--- config.mk ---
export PLATFORM = sky130hd
export DESIGN_NAME = bcd_date_weekday
export DESIGN_NICKNAME = d
export VERILOG_FILES = /design/src/bcd_dw_pkg.sv /design/src/bcd_dw_calc.sv /design/src/bcd_date_weekday.sv
export SDC_FILE = /design/constraint.sdc
export NUM_CORES = 1
export LEC_CHECK = 0
export BUFFER_PORTS_ARGS = -buffer_cell sky130_fd_sc_hd__buf_4
export CAP_MARGIN = 20
export CORE_MARGIN = 5
export CORE_UTILIZATION = 43
export CTS_CLUSTER_SIZE = 8
export DETAILED_ROUTE_END_ITERATION = 16
export MAX_ROUTING_LAYER = met4
export PLACE_DENSITY_LB_ADDON = 0.1
export RECOVER_POWER = 50
export REMOVE_ABC_BUFFERS = 1
export SYNTH_ARGS = -nofsm -noshare
export SYNTH_HDL_FRONTEND = slang
export SYNTH_SLANG_ARGS = --single-unit
--- constraint.sdc ---
create_clock -name clock -period 6.7 [get_ports clock]
set_input_delay 0.335 -clock clock [delete_from_list [all_inputs] [get_ports clock]]
set_output_delay 0.335 -clock clock [all_outputs]
set_load 0.01 [all_outputs]
--- src/bcd_dw_pkg.sv ---
// Shared constants, types and the month start table for the BCD weekday block.
// No dependencies; imported by the calculation module and the top level.
`default_nettype none

package bcd_dw_pkg;

   localparam int REQ_TDATA_W = 24;
   localparam int RSP_TDATA_W = 8;
   localparam int RSP_TUSER_W = 1;

   localparam int DAY_W   = 6;
   localparam int MONTH_W = 5;
   localparam int YEAR_W  = 8;
   localparam int WDAY_W  = 3;
   localparam int DOY_W   = 9;

   typedef struct packed {
      logic [WDAY_W-1:0] weekday;
      logic              date_valid;
   } bcd_dw_result_type;

   // Days in the year before the first day of the given month, ignoring leap days.
   function automatic logic [DOY_W-1:0] month_start(input logic [3:0] month);
      logic [DOY_W-1:0] days;
      case (month)
         4'd1:    days = 9'd0;
         4'd2:    days = 9'd31;
         4'd3:    days = 9'd59;
         4'd4:    days = 9'd90;
         4'd5:    days = 9'd120;
         4'd6:    days = 9'd151;
         4'd7:    days = 9'd181;
         4'd8:    days = 9'd212;
         4'd9:    days = 9'd243;
         4'd10:   days = 9'd273;
         4'd11:   days = 9'd304;
         4'd12:   days = 9'd334;
         default: days = 9'd0;
      endcase
      return days;
   endfunction

endpackage

`default_nettype wire

--- src/bcd_dw_calc.sv ---
// Combinational date check and weekday calculation for one BCD date.
// Depends on bcd_dw_pkg for field widths, the result type and the month table.
`default_nettype none

module bcd_dw_calc (
   input  logic [bcd_dw_pkg::DAY_W-1:0]   bcd_day,
   input  logic [bcd_dw_pkg::MONTH_W-1:0] bcd_month,
   input  logic [bcd_dw_pkg::YEAR_W-1:0]  bcd_year,
   output bcd_dw_pkg::bcd_dw_result_type  result
);
   import bcd_dw_pkg::*;

   logic [1:0]       day_hi;
   logic [3:0]       day_lo;
   logic             month_hi;
   logic [3:0]       month_lo;
   logic [3:0]       year_hi;
   logic [3:0]       year_lo;
   logic [5:0]       day_bin;
   logic [4:0]       month_bin;
   logic [6:0]       year_bin;
   logic [5:0]       leap_count;
   logic [7:0]       year_plus3;
   logic             leap_add;
   logic [DOY_W-1:0] total;
   logic [4:0]       fold1;
   logic [3:0]       fold2;
   logic [2:0]       wday;
   logic             digits_ok;
   logic             range_ok;

   assign day_hi   = bcd_day[5:4];
   assign day_lo   = bcd_day[3:0];
   assign month_hi = bcd_month[4];
   assign month_lo = bcd_month[3:0];
   assign year_hi  = bcd_year[7:4];
   assign year_lo  = bcd_year[3:0];

   assign digits_ok = (day_lo <= 4'd9) && (month_lo <= 4'd9) &&
                      (year_lo <= 4'd9) && (year_hi <= 4'd9);

   assign day_bin   = ({4'd0, day_hi} << 3) + ({4'd0, day_hi} << 1) + {2'd0, day_lo};
   assign month_bin = {1'b0, month_lo} + (month_hi ? 5'd10 : 5'd0);
   assign year_bin  = ({3'd0, year_hi} << 3) + ({3'd0, year_hi} << 1) + {3'd0, year_lo};

   assign range_ok = (month_bin != 5'd0) && (month_bin <= 5'd12) &&
                     (day_bin != 6'd0) && (day_bin <= 6'd31);

   // Every fourth year of this century is a leap year, 2000 included.
   assign leap_add   = (year_bin[1:0] == 2'd0) && (month_bin > 5'd2);
   assign year_plus3 = {1'b0, year_bin} + 8'd3;
   assign leap_count = year_plus3[7:2];

   // 1 January 2000 was a Saturday.
   assign total = 9'd5 + {2'd0, year_bin} + {3'd0, leap_count} +
                  month_start(month_bin[3:0]) + {8'd0, leap_add} + {3'd0, day_bin};

   // Eight is one modulo seven, so octal digits can be summed.
   assign fold1 = {2'd0, total[8:6]} + {2'd0, total[5:3]} + {2'd0, total[2:0]};
   assign fold2 = {2'd0, fold1[4:3]} + {1'b0, fold1[2:0]};

   always_comb begin
      if (fold2 >= 4'd7) begin
         wday = 3'(fold2 - 4'd7);
      end else begin
         wday = fold2[2:0];
      end
   end

   always_comb begin
      result.date_valid = digits_ok && range_ok;
      result.weekday    = (digits_ok && range_ok) ? wday : 3'd0;
   end

endmodule

`default_nettype wire

--- src/bcd_date_weekday.sv ---
// Weekday from a BCD calendar date: 0 is Sunday, 6 is Saturday.
// A word accepted on the request side passes through one input register and one result
// register, with the date calculation between them, before it raises rsp_tvalid.
// Throughput is one word per cycle; a stalled result holds while the input register fills.
// Reset clears both valid flags; payload registers are not reset.
// Depends on bcd_dw_pkg and bcd_dw_calc.
`default_nettype none

module bcd_date_weekday (
   input  logic                               clock,
   input  logic                               reset,
   input  logic                               req_tvalid,
   output logic                               req_tready,
   // bcd_day [5:0], bcd_month [10:6], bcd_year [18:11], zero [23:19]
   input  logic [bcd_dw_pkg::REQ_TDATA_W-1:0] req_tdata,
   output logic                               rsp_tvalid,
   input  logic                               rsp_tready,
   // weekday [2:0], zero [7:3]
   output logic [bcd_dw_pkg::RSP_TDATA_W-1:0] rsp_tdata,
   // date_valid [0]
   output logic [bcd_dw_pkg::RSP_TUSER_W-1:0] rsp_tuser
);
   import bcd_dw_pkg::*;

   logic                   s1_valid_ff;
   logic                   s1_valid_in;
   logic [DAY_W-1:0]       s1_day_ff;
   logic [MONTH_W-1:0]     s1_month_ff;
   logic [YEAR_W-1:0]      s1_year_ff;
   logic                   rsp_valid_ff;
   logic                   rsp_valid_in;
   bcd_dw_result_type      rsp_result_ff;
   bcd_dw_result_type      calc_result;
   logic                   req_fire;
   logic                   rsp_load;

   assign rsp_load   = s1_valid_ff && (!rsp_valid_ff || rsp_tready);
   assign req_tready = !s1_valid_ff || rsp_load;
   assign req_fire   = req_tvalid && req_tready;

   always_comb begin
      if (req_fire) begin
         s1_valid_in = 1'b1;
      end else if (rsp_load) begin
         s1_valid_in = 1'b0;
      end else begin
         s1_valid_in = s1_valid_ff;
      end
      if (rsp_load) begin
         rsp_valid_in = 1'b1;
      end else if (rsp_tready) begin
         rsp_valid_in = 1'b0;
      end else begin
         rsp_valid_in = rsp_valid_ff;
      end
   end

   always_ff @(posedge clock) begin
      if (reset) begin
         s1_valid_ff  <= 1'b0;
         rsp_valid_ff <= 1'b0;
      end else begin
         s1_valid_ff  <= s1_valid_in;
         rsp_valid_ff <= rsp_valid_in;
      end
   end

   always_ff @(posedge clock) begin
      if (req_fire) begin
         s1_day_ff   <= req_tdata[5:0];
         s1_month_ff <= req_tdata[10:6];
         s1_year_ff  <= req_tdata[18:11];
      end
      if (rsp_load) begin
         rsp_result_ff <= calc_result;
      end
   end

   bcd_dw_calc u_calc (
      .bcd_day   (s1_day_ff),
      .bcd_month (s1_month_ff),
      .bcd_year  (s1_year_ff),
      .result    (calc_result)
   );

   assign rsp_tvalid = rsp_valid_ff;
   assign rsp_tdata  = {{(RSP_TDATA_W-WDAY_W){1'b0}}, rsp_result_ff.weekday};
   assign rsp_tuser  = rsp_result_ff.date_valid;

endmodule

`default_nettype wire

## Word level (Yosys, flattened, before mapping)

Memories as Yosys holds them, arrays and structs flattened.
Cells that the tools add are included.

| storage, ports and cells | value |
|---|---|
| memories | 1 |
| memory bits (read-only) | 144 |
| logic and storage cells | 56 |
| output and inout bits | 11 |
| register bits | 25 |

Memories:

| name | words | bits a word | rd ports | clocked after memory_dff | wr ports | line | source |
|---|---|---|---|---|---|---|---|
| (name not given) | 16 | 9 | 1 | 0 | 0 | bcd_dw_pkg.sv:25 | `case (month)` |

| operators by class | value |
|---|---|
| mux-type cells | 6 |
| order comparisons | 8 |
| $add $sub $neg | 15 |
| reductions and logical operators | 19 |

Operators by type and width:

| kind | count |
|---|---|
| adder 9 x 6 -> 9 bit | 2 |
| <= comparator 4 bit (second input constant) | 4 |
| logical AND 1 bit | 10 |
| adder 9 x 1 -> 9 bit | 1 |
| adder 9 bit | 1 |
| adder 3 x 7 -> 8 bit (first input constant) | 1 |
| adder 7 x 2 -> 8 bit (second input constant) | 1 |
| adder 7 x 4 -> 7 bit | 1 |
| adder 7 x 5 -> 7 bit | 1 |
| adder 5 x 3 -> 6 bit | 1 |
| adder 6 x 4 -> 6 bit | 1 |
| <= comparator 6 x 5 -> 1 bit (second input constant) | 1 |
| nonzero test 6 bit | 1 |
| adder 4 x 5 -> 5 bit | 1 |
| adder 5 x 3 -> 5 bit | 1 |
| greater-than comparator 5 x 2 -> 1 bit (second input constant) | 1 |
| <= comparator 5 x 4 -> 1 bit (second input constant) | 1 |
| nonzero test 5 bit | 1 |
| adder 2 x 3 -> 4 bit | 1 |
| adder 3 x 3 -> 4 bit | 1 |
| greater-or-equal comparator 4 x 3 -> 1 bit (second input constant) | 1 |
| 2-to-1 mux 1 bit | 4 |
| 2-to-1 mux 4 bit | 1 |
| nonzero test 2 bit | 2 |
| 5 further kinds | 7 |

## Logic depth before layout (Yosys ltp)

Gate-level depths: netlist of the first run.

| logic depth | value |
|---|---|
| word-level depth | 12 |
| mapped depth | 32 |

## Modules after synthesis

A second synthesis of the first run with hierarchy kept.

| unflattened totals | value |
|---|---|
| cells, all modules | 248 |
| area, all modules | 2620.0 sq um |

Modules (own cells, without submodules):

| module | cells each | times used | sequential area each (sq um) | area each (sq um) |
|---|---|---|---|---|
| bcd_dw_calc | 209 | 1 | 0.0 | 1784.2 |
| bcd_date_weekday | 39 | 1 | 730.7 | 835.8 |

## Worst setup path after synthesis of the first run

OpenSTA, ideal clock, no wires.

| timing path | value |
|---|---|
| kind | reg2reg |
| from | register s1_year_ff[3] |
| to | register rsp_result_ff, in the netlist rsp_tdata[1] (data pin) |
| path slack | -524 ps |
| arrival time | 6965 ps |
| required time | 6441 ps |
| buffers on the path | 0 |
| setup time | 259 ps |
| clock period less this slack | 7224 ps |
| stages on the path, launching flop included | 31 |
| cell sequence | edfxtp_1 -> inv_1 -> fa_1 -> inv_1 -> fa_1 -> a21o_2 -> a21oi_1 -> xor2_1 -> xnor2_1 -> fa_1 -> inv_1 -> fa_1 -> inv_1 -> ha_1 -> a21oi_1 -> or4b_2 -> nand4_1 -> fa_1 -> ha_1 -> a21o_1 -> a21oi_1 -> xor2_1 -> ha_1 -> inv_1 -> fa_1 -> inv_1 -> ha_1 -> inv_1 -> o22ai_2 -> mux2i_1 -> nor4_1 |

| on the way | value |
|---|---|
| word-level cells in the longest chain between the ends | 11 |
| elaborated cells on any way between the ends | 17 |
| classes of those cells | add/sub: 11; order compare: 2; mux: 1; reduce/logical: 3 |

Ends and longest elaborated chain:

| item | line | source |
|---|---|---|
| from (decl) | bcd_date_weekday.sv:29 | `logic [YEAR_W-1:0] s1_year_ff;` |
| from (signal assigned) | bcd_date_weekday.sv:72 | `s1_year_ff <= req_tdata[18:11];` |
| adder 7 x 4 -> 7 bit | bcd_dw_calc.sv:44 | `assign year_bin = ({3'd0, year_hi} << 3) + ({3'd0, year_hi} << 1) + {3'd0, year_lo};` |
| adder 7 x 2 -> 8 bit / adder 3 x 7 -> 8 bit (equally long branches) | bcd_dw_calc.sv:51, bcd_dw_calc.sv:55 |  |
| adder 9 x 6 -> 9 bit | bcd_dw_calc.sv:55 | `assign total = 9'd5 + {2'd0, year_bin} + {3'd0, leap_count} +` |
| adder 9 bit | bcd_dw_calc.sv:55 |  |
| adder 9 x 1 -> 9 bit | bcd_dw_calc.sv:56 | `month_start(month_bin[3:0]) + {8'd0, leap_add} + {3'd0, day_bin};` |
| adder 9 x 6 -> 9 bit | bcd_dw_calc.sv:56 |  |
| adder 3 x 3 -> 4 bit | bcd_dw_calc.sv:59 | `assign fold1 = {2'd0, total[8:6]} + {2'd0, total[5:3]} + {2'd0, total[2:0]};` |
| adder 5 x 3 -> 5 bit | bcd_dw_calc.sv:59 |  |
| adder 2 x 3 -> 4 bit | bcd_dw_calc.sv:60 | `assign fold2 = {2'd0, fold1[4:3]} + {1'b0, fold1[2:0]};` |
| greater-or-equal comparator 4 x 3 -> 1 bit / subtractor 3 bit (equally long branches) | bcd_dw_calc.sv:63, bcd_dw_calc.sv:64 |  |
| 2-to-1 mux 3 bit | bcd_dw_calc.sv:63 | `if (fold2 >= 4'd7) begin` |
| to (signal assigned) | bcd_date_weekday.sv:75 | `rsp_result_ff <= calc_result;` |
| to (decl) | bcd_date_weekday.sv:32 | `bcd_dw_result_type rsp_result_ff;` |

Several ways; a longest one is shown, not always the timed one.
A chain may end at the register's enable or synchronous reset.

## Worst setup path after layout of the first run

| timing path | value |
|---|---|
| from | register s1_year_ff[6] |
| to | register rsp_result_ff, in the netlist rsp_tdata[0] (data pin) |

| on the way | value |
|---|---|
| word-level cells in the longest chain between the ends | 12 |
| elaborated cells on any way between the ends | 17 |
| classes of those cells | add/sub: 12; order compare: 2; mux: 1; reduce/logical: 2 |

Ends and longest elaborated chain:

| item | line |
|---|---|
| adder 7 x 5 -> 7 bit | bcd_dw_calc.sv:44 |
| adder 7 x 4 -> 7 bit | bcd_dw_calc.sv:44 |
| adder 7 x 2 -> 8 bit / adder 3 x 7 -> 8 bit (equally long branches) | bcd_dw_calc.sv:51, bcd_dw_calc.sv:55 |
| adder 9 x 6 -> 9 bit | bcd_dw_calc.sv:55 |
| adder 9 bit | bcd_dw_calc.sv:55 |
| adder 9 x 1 -> 9 bit | bcd_dw_calc.sv:56 |
| adder 9 x 6 -> 9 bit | bcd_dw_calc.sv:56 |
| adder 3 x 3 -> 4 bit | bcd_dw_calc.sv:59 |
| adder 5 x 3 -> 5 bit | bcd_dw_calc.sv:59 |
| adder 2 x 3 -> 4 bit | bcd_dw_calc.sv:60 |
| greater-or-equal comparator 4 x 3 -> 1 bit / subtractor 3 bit (equally long branches) | bcd_dw_calc.sv:63, bcd_dw_calc.sv:64 |
| 2-to-1 mux 3 bit | bcd_dw_calc.sv:63 |

Several ways; a longest one is shown, not always the timed one.

==> run summary, run 1 <==
The final reports fail on setup timing. Signal routing reaches up to met4. TritonCTS built the clock tree. Entering global routing, the biggest net connects 20 pins. The mapped netlist covers 0.00278 mm^2. The tools report the post-route DRC violation count as 0. The clock period minus final worst setup slack is 7.26 ns, and the wire length of the first global-routing pass is 9.75 mm.

After detailed placement, the design holds a cell count of 425. For the final setup slack of the worst path, the log shows -0.564 ns. The share of final-layout standard cells stronger than drive strength 1 works out to 0.367. The initial antenna violation count was 0; the per-cell routed wire length was 13.1 um.

After filler insertion, the fill cell instance count of the layout stands at 528. The logs give 44 for the count of distinct cell types in the synthesized netlist and 0.441 for the effective utilization at floorplan. Class of the most critical hold timing path: in2reg. Before CTS, the worst setup slack after placement is -0.841 ns.

The floorplan step set the die width to 90.5 um. The cell sitting at the root of the clock tree is a clkbuf_8. In the final design database the tool counted 456 nets.

The final number of max-transition violations was 0. The clock slew seen by the registers of the worst setup and hold paths works out to 0.08 ns. Source-to-sink clock delay at the later pin of the worst-skew pair: 0.26 ns. The logs give 67 for the initial DRC count and 109 um for the sum of met3 wire segment lengths after detailed routing.

Before antenna repair, the detailed router went through 4 iterations. The average instance in the mapped netlist occupies 10.2 um^2. The synthesized design contains 25 register bits. The logs give 1 for the total number of H-tree levels and 0.262 for the sequential area share after synthesis.

The portion of the clock cycle consumed by the worst path in the final layout was 1.08; the number of vias in the routed layout was 2,144. The placed instance area came out at 0.00344 mm^2. The clock skew came out at 0.00370 ns.

The cell count after synthesis came out at 274. The count of antenna diodes in the layout was 0; the post-synthesis to final-layout area growth was 37.8%. Counting along the longest clock path gives a buffer depth of 2. The initialized floorplan defines 29 standard-cell rows. The count of buffers inserted at the top-level ports came out at 28. The finished layout cell area came out at 0.00384 mm^2. The logs give 0.146 for the total track usage and 0.836 for the weighted congestion at the end of routability-driven global placement. The finished layout holds 442 standard cells, fillers aside. For the fraction of the core area covered by cells at the end of the flow, the log shows 0.608.

For this block, wires on met1 add up to 2.59 mm. Data arrives at the worst endpoint at 7.36 ns. After detailed routing, the met2 layer carries 3.02 mm of wire.

The tools report the post-detailed-route count of antenna-violating nets as 0. The floorplan step defined a die boundary enclosing 0.00818 mm^2. The dominant synthesized flop cell is edfxtp_1. For the max-capacitance violation count, the log shows 0.

Pin placement for this block handled 39 I/O pins. The total clock sinks was 25. The run finished, with violations left. Overall routed net length: 5.78 mm.

The kind of start point of the critical path was a register. Global routing finished with a remaining overflow of 0. After detailed routing, the number of vias per cell comes to 4.85.

The peak per-stage delay on the critical path is 0.55 ns, and the data required time of the worst path is 6.80 ns. The critical setup path kind was reg2reg. The share of flip-flops with an asynchronous set or reset after synthesis is 0. The worst setup path is captured at a register. From bottom edge to top edge, the die measures 90.5 um. In this run, CTS created clock tree buffers numbering 3. The run gives 0 as the count of yosys warnings during synthesis.

For the pin with the worst max-slew slack, the measured transition is 0.813 ns. The maximum fanout encountered on the critical timing path is 4. The number of flops mapped to enable cells by yosys is 23. The run gives 2,228 as the via count of the first global-routing pass. Critical-path cell with the highest stage delay: fa_1. The wire-length estimate of the detail-placed layout is 4.57 mm.

The maximum clock frequency was 0.138 GHz. Setup repair after global routing could not meet its margin everywhere. The region available for standard cell placement spans 0.00631 mm^2. The tightest slew margin relative to the limit was 0.458; the final setup violation count was 3. For the number of hold violations in the final report, the log shows 0.
sequential cells by signal, summed over array words and instances (netlist names):
register,cells
s1_day_ff,6
s1_valid_ff,1
rsp_tvalid,1
s1_month_ff,5
rsp_tuser,1
rsp_tdata,3
s1_year_ff,8
worst max-delay path, delay by kind of cell, from the launching register on:
kind / cells / cell delay [ns]
muxes: 1 / 0.20
buffers and inverters: 9 / 0.62
DFF: 1 / 0.37
adders and majority gates: 10 / 3.86
xor gates and xnor gates: 4 / 0.64
and+or+nand+nor: 4 / 1.01
AOI/OAI and AO/OA: 4 / 0.40
cells in the final DEF (no fill, tap or decap), drive strengths merged, types with 5 or more instances in the layout:
cell type	instances
nor2	16
nor2b	5
ha	43
buf	69
xnor2	18
conb	5
inv	41
a21o	6
nand2	10
fa	19
a21oi	22
edfxtp	23
clkbuf	27
xor2	9
o21ai	7
final cells by class:
| cell class | instances | area (um^2) | share of cell area |
|---|---|---|---|
| Multi-Input combinational cell | 203 | 2100 | 0.548 |
| Tap cell | 77 | 96.3 | 0.0251 |
| Timing Repair Buffer | 92 | 707 | 0.184 |
| Clock buffer | 4 | 45.0 | 0.0117 |
| Sequential cell | 25 | 731 | 0.190 |
| Inverter | 41 | 156 | 0.0408 |
layer usage:
metal / track usage / vias to the layer above
li1: - / 1107
met1: 0.180 / 997
met2: 0.257 / 35
met3: 0.00917 / 5
met4: 0.0385 / 0
met5: - / -
cells in the mapped netlist (2+ instances only):
| master | instances | share of area |
|---|---|---|
| fa_1 | 19 | 0.14 |
| inv_1 | 41 | 0.055 |
| a21o_1 | 5 | 0.013 |
| o211ai_1 | 3 | 0.0081 |
| o21ai_0 | 7 | 0.013 |
| mux2_2 | 2 | 0.0081 |
| xor2_1 | 8 | 0.025 |
| a21oi_1 | 22 | 0.040 |
| nor2b_1 | 5 | 0.011 |
| a31oi_1 | 2 | 0.0045 |
| clkbuf_1 | 4 | 0.0054 |
| nor4_1 | 4 | 0.0090 |
| mux2i_1 | 4 | 0.014 |
| nand2b_1 | 3 | 0.0067 |
| buf_4 | 5 | 0.013 |
| dfxtp_1 | 2 | 0.014 |
| nor3_1 | 2 | 0.0036 |
| nand2_1 | 10 | 0.013 |
| nand4_1 | 4 | 0.0090 |
| xnor2_1 | 17 | 0.053 |
| ha_1 | 43 | 0.19 |
| nor2_1 | 16 | 0.022 |
| edfxtp_1 | 23 | 0.25 |
| nand3_1 | 3 | 0.0054 |
metrics by stage:
stage / hold WS [ns] / TNS, ns
after floorplan: 0.407 / -1.53
after detailed placement: 0.499 / -2.45
final: 0.223 / -1.61
after global routing: 0.214 / -2.70
after CTS: 0.213 / -1.57
after global placement: 0.499 / -1.94
worst paths after layout:
path / startpoint / endpoint / slack, ns / cells after the start
max: s1_year_ff[6] / rsp_tdata[0] / -0.56 / 32
min: reset / s1_valid_ff / 0.22 / 2
max reg2reg: s1_year_ff[6] / rsp_tdata[0] / -0.56 / 32
min reg2reg: s1_valid_ff / rsp_tvalid / 0.51 / 2
kinds of logic (layout without fill, tap and decap cells):
logic type      after synthesis  in the layout  synth area share
compound gates               47             47             0.105
buf+inv                      50            137            0.0742
xor+xnor                     28             28             0.102
fa+ha+maj                    62             62             0.330
flops                        25             25             0.262
mux                           6              6            0.0225
other cells                   1              5           0.00135
simple gates                 55             55             0.102
timing repair:
action                                  CTS  global route
buffers inserted                         12             2
endpoints found under the hold margin     0             0
resized for setup                        38            15
endpoints found under the setup margin    3             3
pin swaps                                31            20
hold buffers                              0             0
Power of run 1 is left out: the tool's default activity adds up to more than one toggle a clock period on the data nets, which glitch-free logic cannot reach.
==> run 2, diff against run 1 <==
Settings changed: PLACE_DENSITY from default to 0.63, PLACE_DENSITY_LB_ADDON 0.1 to default.
==> run summary, run 2 (same netlist as run 1, synthesis figures left out) <==
The tools report the total congestion overflow as 0 (unchanged). The setup path with the least slack is of type reg2reg. The logs give 0 (unchanged) for the post-detailed-route count of antenna-violating nets and 7.30 ns (-0.06 ns) for the arrival time of the worst setup path.

The max-capacitance violation count came out at 0 (unchanged). The share of final-layout standard cells stronger than drive strength 1 was 0.348 (-0.0189). The maximum fanout encountered on the critical timing path works out to 4 (unchanged).

The total track usage came out at 0.143 (-0.00272). The class of the most critical hold timing path is in2reg. The run gives 0.000822 ns (-0.00288 ns) as the clock skew. Setup repair after global routing could not meet its margin everywhere. The logs give 0.876 (+4.9%) for the weighted congestion at the end of routability-driven global placement and 5.40 mm (-6.5%) for the overall routed net length.

The most common cell after layout, fill and taps aside was buf_4. Initial antenna violation count: 0 (unchanged). The worst setup path is launched from a register.

The run finished, with violations left. Post-route DRC violation count: 0 (unchanged). The cell sitting at the root of the clock tree is a clkbuf_8. The source-to-sink clock delay at the later pin of the worst-skew pair was 0.27 ns (about the same). The uppermost metal layer occupied by signal nets is met4. For the total of fill cells in the finished design, the log shows 556 (+5.3%). The die height was 90.5 um (unchanged). The finished layout cell area is 0.00372 mm^2 (-3.1%), and the number of top-level design ports is 39 (unchanged). The logs give 4 (unchanged) for the detailed-routing iteration count for the pre-antenna-repair pass and 6.72 ns (-0.08 ns) for the data required time of the worst path. The tools report the worst setup timing slack at the placement stage as -0.771 ns (+0.0699 ns). By instance count, the cell type seen most on the critical path is fa_1. The initial DRC count is 59 (-12%), and the placed instance area is 0.00341 mm^2 (-0.66%).

The area enclosed by the die boundary is 0.00818 mm^2 (unchanged). Among all stages on the critical path, the largest delay is contributed by fa_1. The number of hold violations in the final report is 0 (unchanged), and the post-synthesis to final-layout area growth is 33.5%.

The sum of met3 wire segment lengths after detailed routing is 89 um (-18%), and the core outline area is 0.00631 mm^2 (unchanged). The hold-fix buffer count after cts was 0 (unchanged); the maximum clock path buffer count was 2 (unchanged). The effective utilization at floorplan was 0.441 (unchanged); the number of standard-cell rows in the floorplan was 29 (unchanged). The tightest slew margin relative to the limit is 0.444 (-0.0143). Maximum clock frequency: 0.137 GHz (-0.23%). Pin count of the biggest net entering global routing: 20 (unchanged).

The total clock sinks is 25 (unchanged). The tools report the CTS buffer count as 3 (unchanged). The number of flip-flops in the largest register is 8 (unchanged).

The final reports fail on setup timing. TritonCTS built the clock tree. The top cell types in the final layout, fill and taps aside, are buf_4 (59), ha_1 (34), inv_1 (32).

Final number of max-transition violations: 0 (unchanged). The post-route worst hold slack is 0.220 ns (-0.00245 ns). Clock slew seen by the registers of the worst setup and hold paths: 0.08 ns (about the same). For the number of vias in the routed layout, the log shows 2,118 (-1.2%).

The largest registers in the layout are s1_year_ff (8), s1_day_ff (6), s1_month_ff (5). The logs give 3 (unchanged) for the final setup violation count and -0.581 ns (-0.0166 ns) for the final setup slack of the worst path. The wire length of the first global-routing pass was 9.54 mm (-2.2%). The count of buffers inserted at the top-level ports is 28 (unchanged). The clock period minus final worst setup slack works out to 7.28 ns (+0.0166 ns). The portion of the clock cycle consumed by the worst path in the final layout was 1.09 (+0.00248); the length of routed met2 wiring was 2.72 mm (-9.9%). The routed metal-1 wirelength was 2.53 mm (-2.6%). The via count of the first global-routing pass is 2,176 (-2.3%), and the net count of the finished layout is 450 (-1.3%). The peak per-stage delay on the critical path works out to 0.54 ns (about the same). The per-cell routed wire length is 12.4 um (-5.3%), and the final HPWL from detailed placement is 4.49 mm (-1.8%). The x dimension of the die came out at 90.5 um (unchanged). Kind of end point of the critical path: a register.

The slew of the pin with the lowest slew margin is 0.835 ns (+0.0215 ns), and the count of antenna diodes in the layout is 0 (unchanged). The tools report the total number of H-tree levels as 1 (unchanged). More flip-flops sit in one register than any other, and that register is s1_year_ff. The routed via count divided by cell count is 4.86 (+0.15%).
## run 2: worst max-delay path: cells and delay by family (launching register included)
| kind | cells | cell delay [ns] |
|---|---|---|
| xor gates and xnor gates | 4 | 0.67 |
| adders and majority gates | 11 | 4.00 |
| DFF | 1 | 0.36 |
| AOI/OAI and AO/OA | 4 | 0.65 |
| buffers and inverters | 9 | 0.74 |
| and+or+nand+nor | 5 | 0.37 |
| muxes | 1 | 0.23 |
## run 2: final timing paths
| check | start | slack (ns) | endpoint | cells past startpoint |
|---|---|---|---|---|
| min | reset | 0.22 | s1_valid_ff | 2 |
| max | s1_year_ff[3] | -0.58 | rsp_tdata[1] | 34 |
| min reg2reg | s1_valid_ff | 0.52 | rsp_tvalid | 2 |
| max reg2reg | s1_year_ff[3] | -0.58 | rsp_tdata[1] | 34 |
## run 2: cell type report
cell class	count	area [um^2]	share of cell area
inverters	41	156	0.0421
well taps	77	96.3	0.0259
flip-flops and latches	25	731	0.197
clock buffers	4	45.0	0.0121
repair buffers	86	646	0.174
multi-input cells	203	2040	0.550
## run 2: repair_timing
action	4_1_cts	5_1_grt
pin swaps	43	25
setup buffers	7	3
gates resized for setup	39	5
endpoints found under the setup margin	3	3
## run 2: metal layers
layer	vias to the layer above	GRT usage
met5	-	-
met4	0	0.0434
met3	5	0.0108
met2	24	0.242
met1	987	0.182
li1	1102	-
## run 2: through the flow
step                instances  TNS, ns  utilization
global placement          422    -1.86        0.541
CTS                       433    -1.57        0.585
floorplan                 269    -1.53            -
finish                    436    -1.59        0.589
detailed placement        422    -2.22        0.541
global route              436    -2.80        0.589
Power of run 2 is left out for the same reason.
==> run 3, diff against run 2 <==
Settings changed: CTS_BUF_LIST from default to sky130_fd_sc_hd__clkbuf_2 sky130_fd_sc_hd__clkbuf_4 sky130_fd_sc_hd__clkbuf_8.
==> run summary, run 3 (same netlist as run 1, synthesis figures left out) <==
For the post-route DRC violation count, the log shows 0 (unchanged). The max-capacitance violation count came out at 0 (unchanged). The origin of the critical flop-to-flop path was s1_year_ff[3].

The data required time of the worst path came out at 6.72 ns (about the same). The run gives 0.00818 mm^2 (unchanged) as the area enclosed by the die boundary. The hold-fix buffer count after cts is 0 (unchanged), and the number of flip-flops in the largest register is 8 (unchanged). The run gives 2,177 (+0.046%) as the via count of the first global-routing pass. Setup repair after global routing could not meet its margin everywhere. The final reports fail on setup timing.

The number of top-level design ports came out at 39 (unchanged). The final setup slack of the worst path is -0.581 ns (+0.000290 ns). The per-cell routed wire length was 12.4 um (about the same).

In the layout the commonest cells are buf_4 (59), ha_1 (34), inv_1 (32). Pin count of the biggest net entering global routing: 20 (unchanged). The tools report the root buffer cell as clkbuf_8. The die height came out at 90.5 um (unchanged). The logs give 0.142 (-0.000538) for the total track usage and 9.49 mm (-0.43%) for the wire length of the first global-routing pass.

Source-to-sink clock delay at the later pin of the worst-skew pair: 0.27 ns (about the same). The clock slew seen by the registers of the worst setup and hold paths is 0.08 ns (about the same). The final number of max-transition violations is 0 (unchanged). The path class of the tightest hold or removal check is in2reg. For hold timing, the worst endpoint is s1_valid_ff. The detailed-routing iteration count for the pre-antenna-repair pass came out at 4 (unchanged).

The count of buffers inserted at the top-level ports was 28 (unchanged). Share of final-layout standard cells stronger than drive strength 1: 0.351 (+0.00279). The clock period minus final worst setup slack came out at 7.28 ns (-0.000290 ns). The terminus of the critical flop-to-flop path is rsp_tdata[1]. The portion of the clock cycle consumed by the worst path in the final layout is 1.09 (about the same).

The maximum fanout encountered on the critical timing path came out at 4 (unchanged). For the net count of the finished layout, the log shows 450 (unchanged). TritonCTS built the clock tree.

The kind of end point of the critical path is a register. The critical-path cell with the highest stage delay was fa_1. The x dimension of the die came out at 90.5 um (unchanged). Compared with the post-synthesis result, the final layout area differs by 33.7%. The combined buffer and inverter count along the critical path was 9 (unchanged). Grouping stages by cell kind, the critical path spends the most delay in adder cells. The post-detailed-route count of antenna-violating nets was 0 (unchanged); the CTS buffer count was 3 (unchanged). The flow ran to the end, but the final reports show violations. Core outline area: 0.00631 mm^2 (unchanged). Leaving out fill and tap cells, the most frequent cell in the layout is buf_4. The kind of start point of the critical path is a register.

The depth of the worst hold-timing path was 2 (unchanged). The total of fill cells in the finished design was 554 (-0.36%); the number of cells on the worst reg-to-reg path was 34 (unchanged). The maximum clock frequency is 0.137 GHz (about the same), and the effective utilization at floorplan is 0.441 (unchanged). The final HPWL from detailed placement was 4.49 mm (unchanged); the tightest slew margin relative to the limit was 0.444 (about the same).

Arrival time of the worst setup path: 7.30 ns (about the same). The critical path is of the reg2reg type. The count of antenna diodes in the layout came out at 0 (unchanged).

The total clock sinks was 25 (unchanged); the maximum clock path buffer count was 2 (unchanged). The tools report the final setup violation count as 3 (unchanged). The slew of the pin with the lowest slew margin works out to 0.835 ns (-0.0000289 ns).

The total congestion overflow is 0 (unchanged), and the reg2reg setup slack is -0.58 ns (about the same). The run gives 1 (unchanged) as the total number of H-tree levels. The tools report the filler-free cell count of the finished design as 436 (unchanged). The top register by number of flip-flops was s1_year_ff. In the final layout, the registers with the most flip-flops are s1_year_ff (8), s1_day_ff (6), s1_month_ff (5). The initial DRC count was 56 (-5.1%); the peak per-stage delay on the critical path was 0.54 ns (about the same). The number of standard-cell rows in the floorplan was 29 (unchanged); the routed via count divided by cell count was 4.86 (unchanged). The logs give 5.40 mm (about the same) for the overall routed net length and 0 (unchanged) for the number of hold violations in the final report. The run gives 0.000943 ns (+0.000121 ns) as the clock skew. Among the stages of the critical path, the cell type that occurs most often is fa_1. The cell total after placement is 422 (unchanged).

The weighted congestion at the end of routability-driven global placement is 0.876 (unchanged). The run gives 0 (unchanged) as the initial antenna violation count. The beginning of the worst hold path is reset.

Number of vias in the routed layout: 2,118 (unchanged).
[run 3: cell counts in the layout (fill, tap and decap cells not counted)]
Identical to the previous run, type by type.
[run 3: worst max-delay path by stage]
stage,from,cells past startpoint,to
after floorplan,s1_year_ff[3],30,rsp_tdata[1]
after global placement,s1_year_ff[3],30,rsp_tdata[1]
after detailed placement,s1_year_ff[3],30,rsp_tdata[1]
after CTS,s1_year_ff[6],32,rsp_tdata[1]
after global routing,s1_year_ff[3],33,rsp_tdata[1]
final,s1_year_ff[3],34,rsp_tdata[1]
[run 3: what timing repair did]
action	CTS	global route
endpoints found under the setup margin	3	3
pin swaps	43	25
setup buffers	7	3
gates resized for setup	39	5
[run 3: layout make-up]
class | instances | area (um^2) | share of cell area
multi-input cells | 203 | 2040 | 0.549
well taps | 77 | 96.3 | 0.0259
clock buffers | 4 | 48.8 | 0.0131
repair buffers | 86 | 646 | 0.174
flip-flops and latches | 25 | 731 | 0.196
inverters | 41 | 156 | 0.0420
[run 3: metal layers]
layer,wire (um),global-route usage,vias to the layer above
met3,89,0.0108,5
met4,65,0.0434,0
met1,2520,0.181,988
met5,0,-,-
met2,2720,0.242,24
li1,-,-,1101
[run 3: per-stage QoR]
stage	utilization	setup TNS, ns	hold WS, ns	cell area (um^2)	worst slack, ns
4_1_cts	0.586	-1.57	0.214	3700	-0.560
3_5_place_dp	0.541	-2.22	0.505	3410	-0.771
5_1_grt	0.589	-2.80	0.215	3720	-0.967
6_report	0.589	-1.59	0.220	3720	-0.581
3_3_place_gp	0.541	-1.86	0.499	3410	-0.627
2_1_floorplan	-	-1.53	0.407	2750	-0.524
Power of run 3 is left out for the same reason.
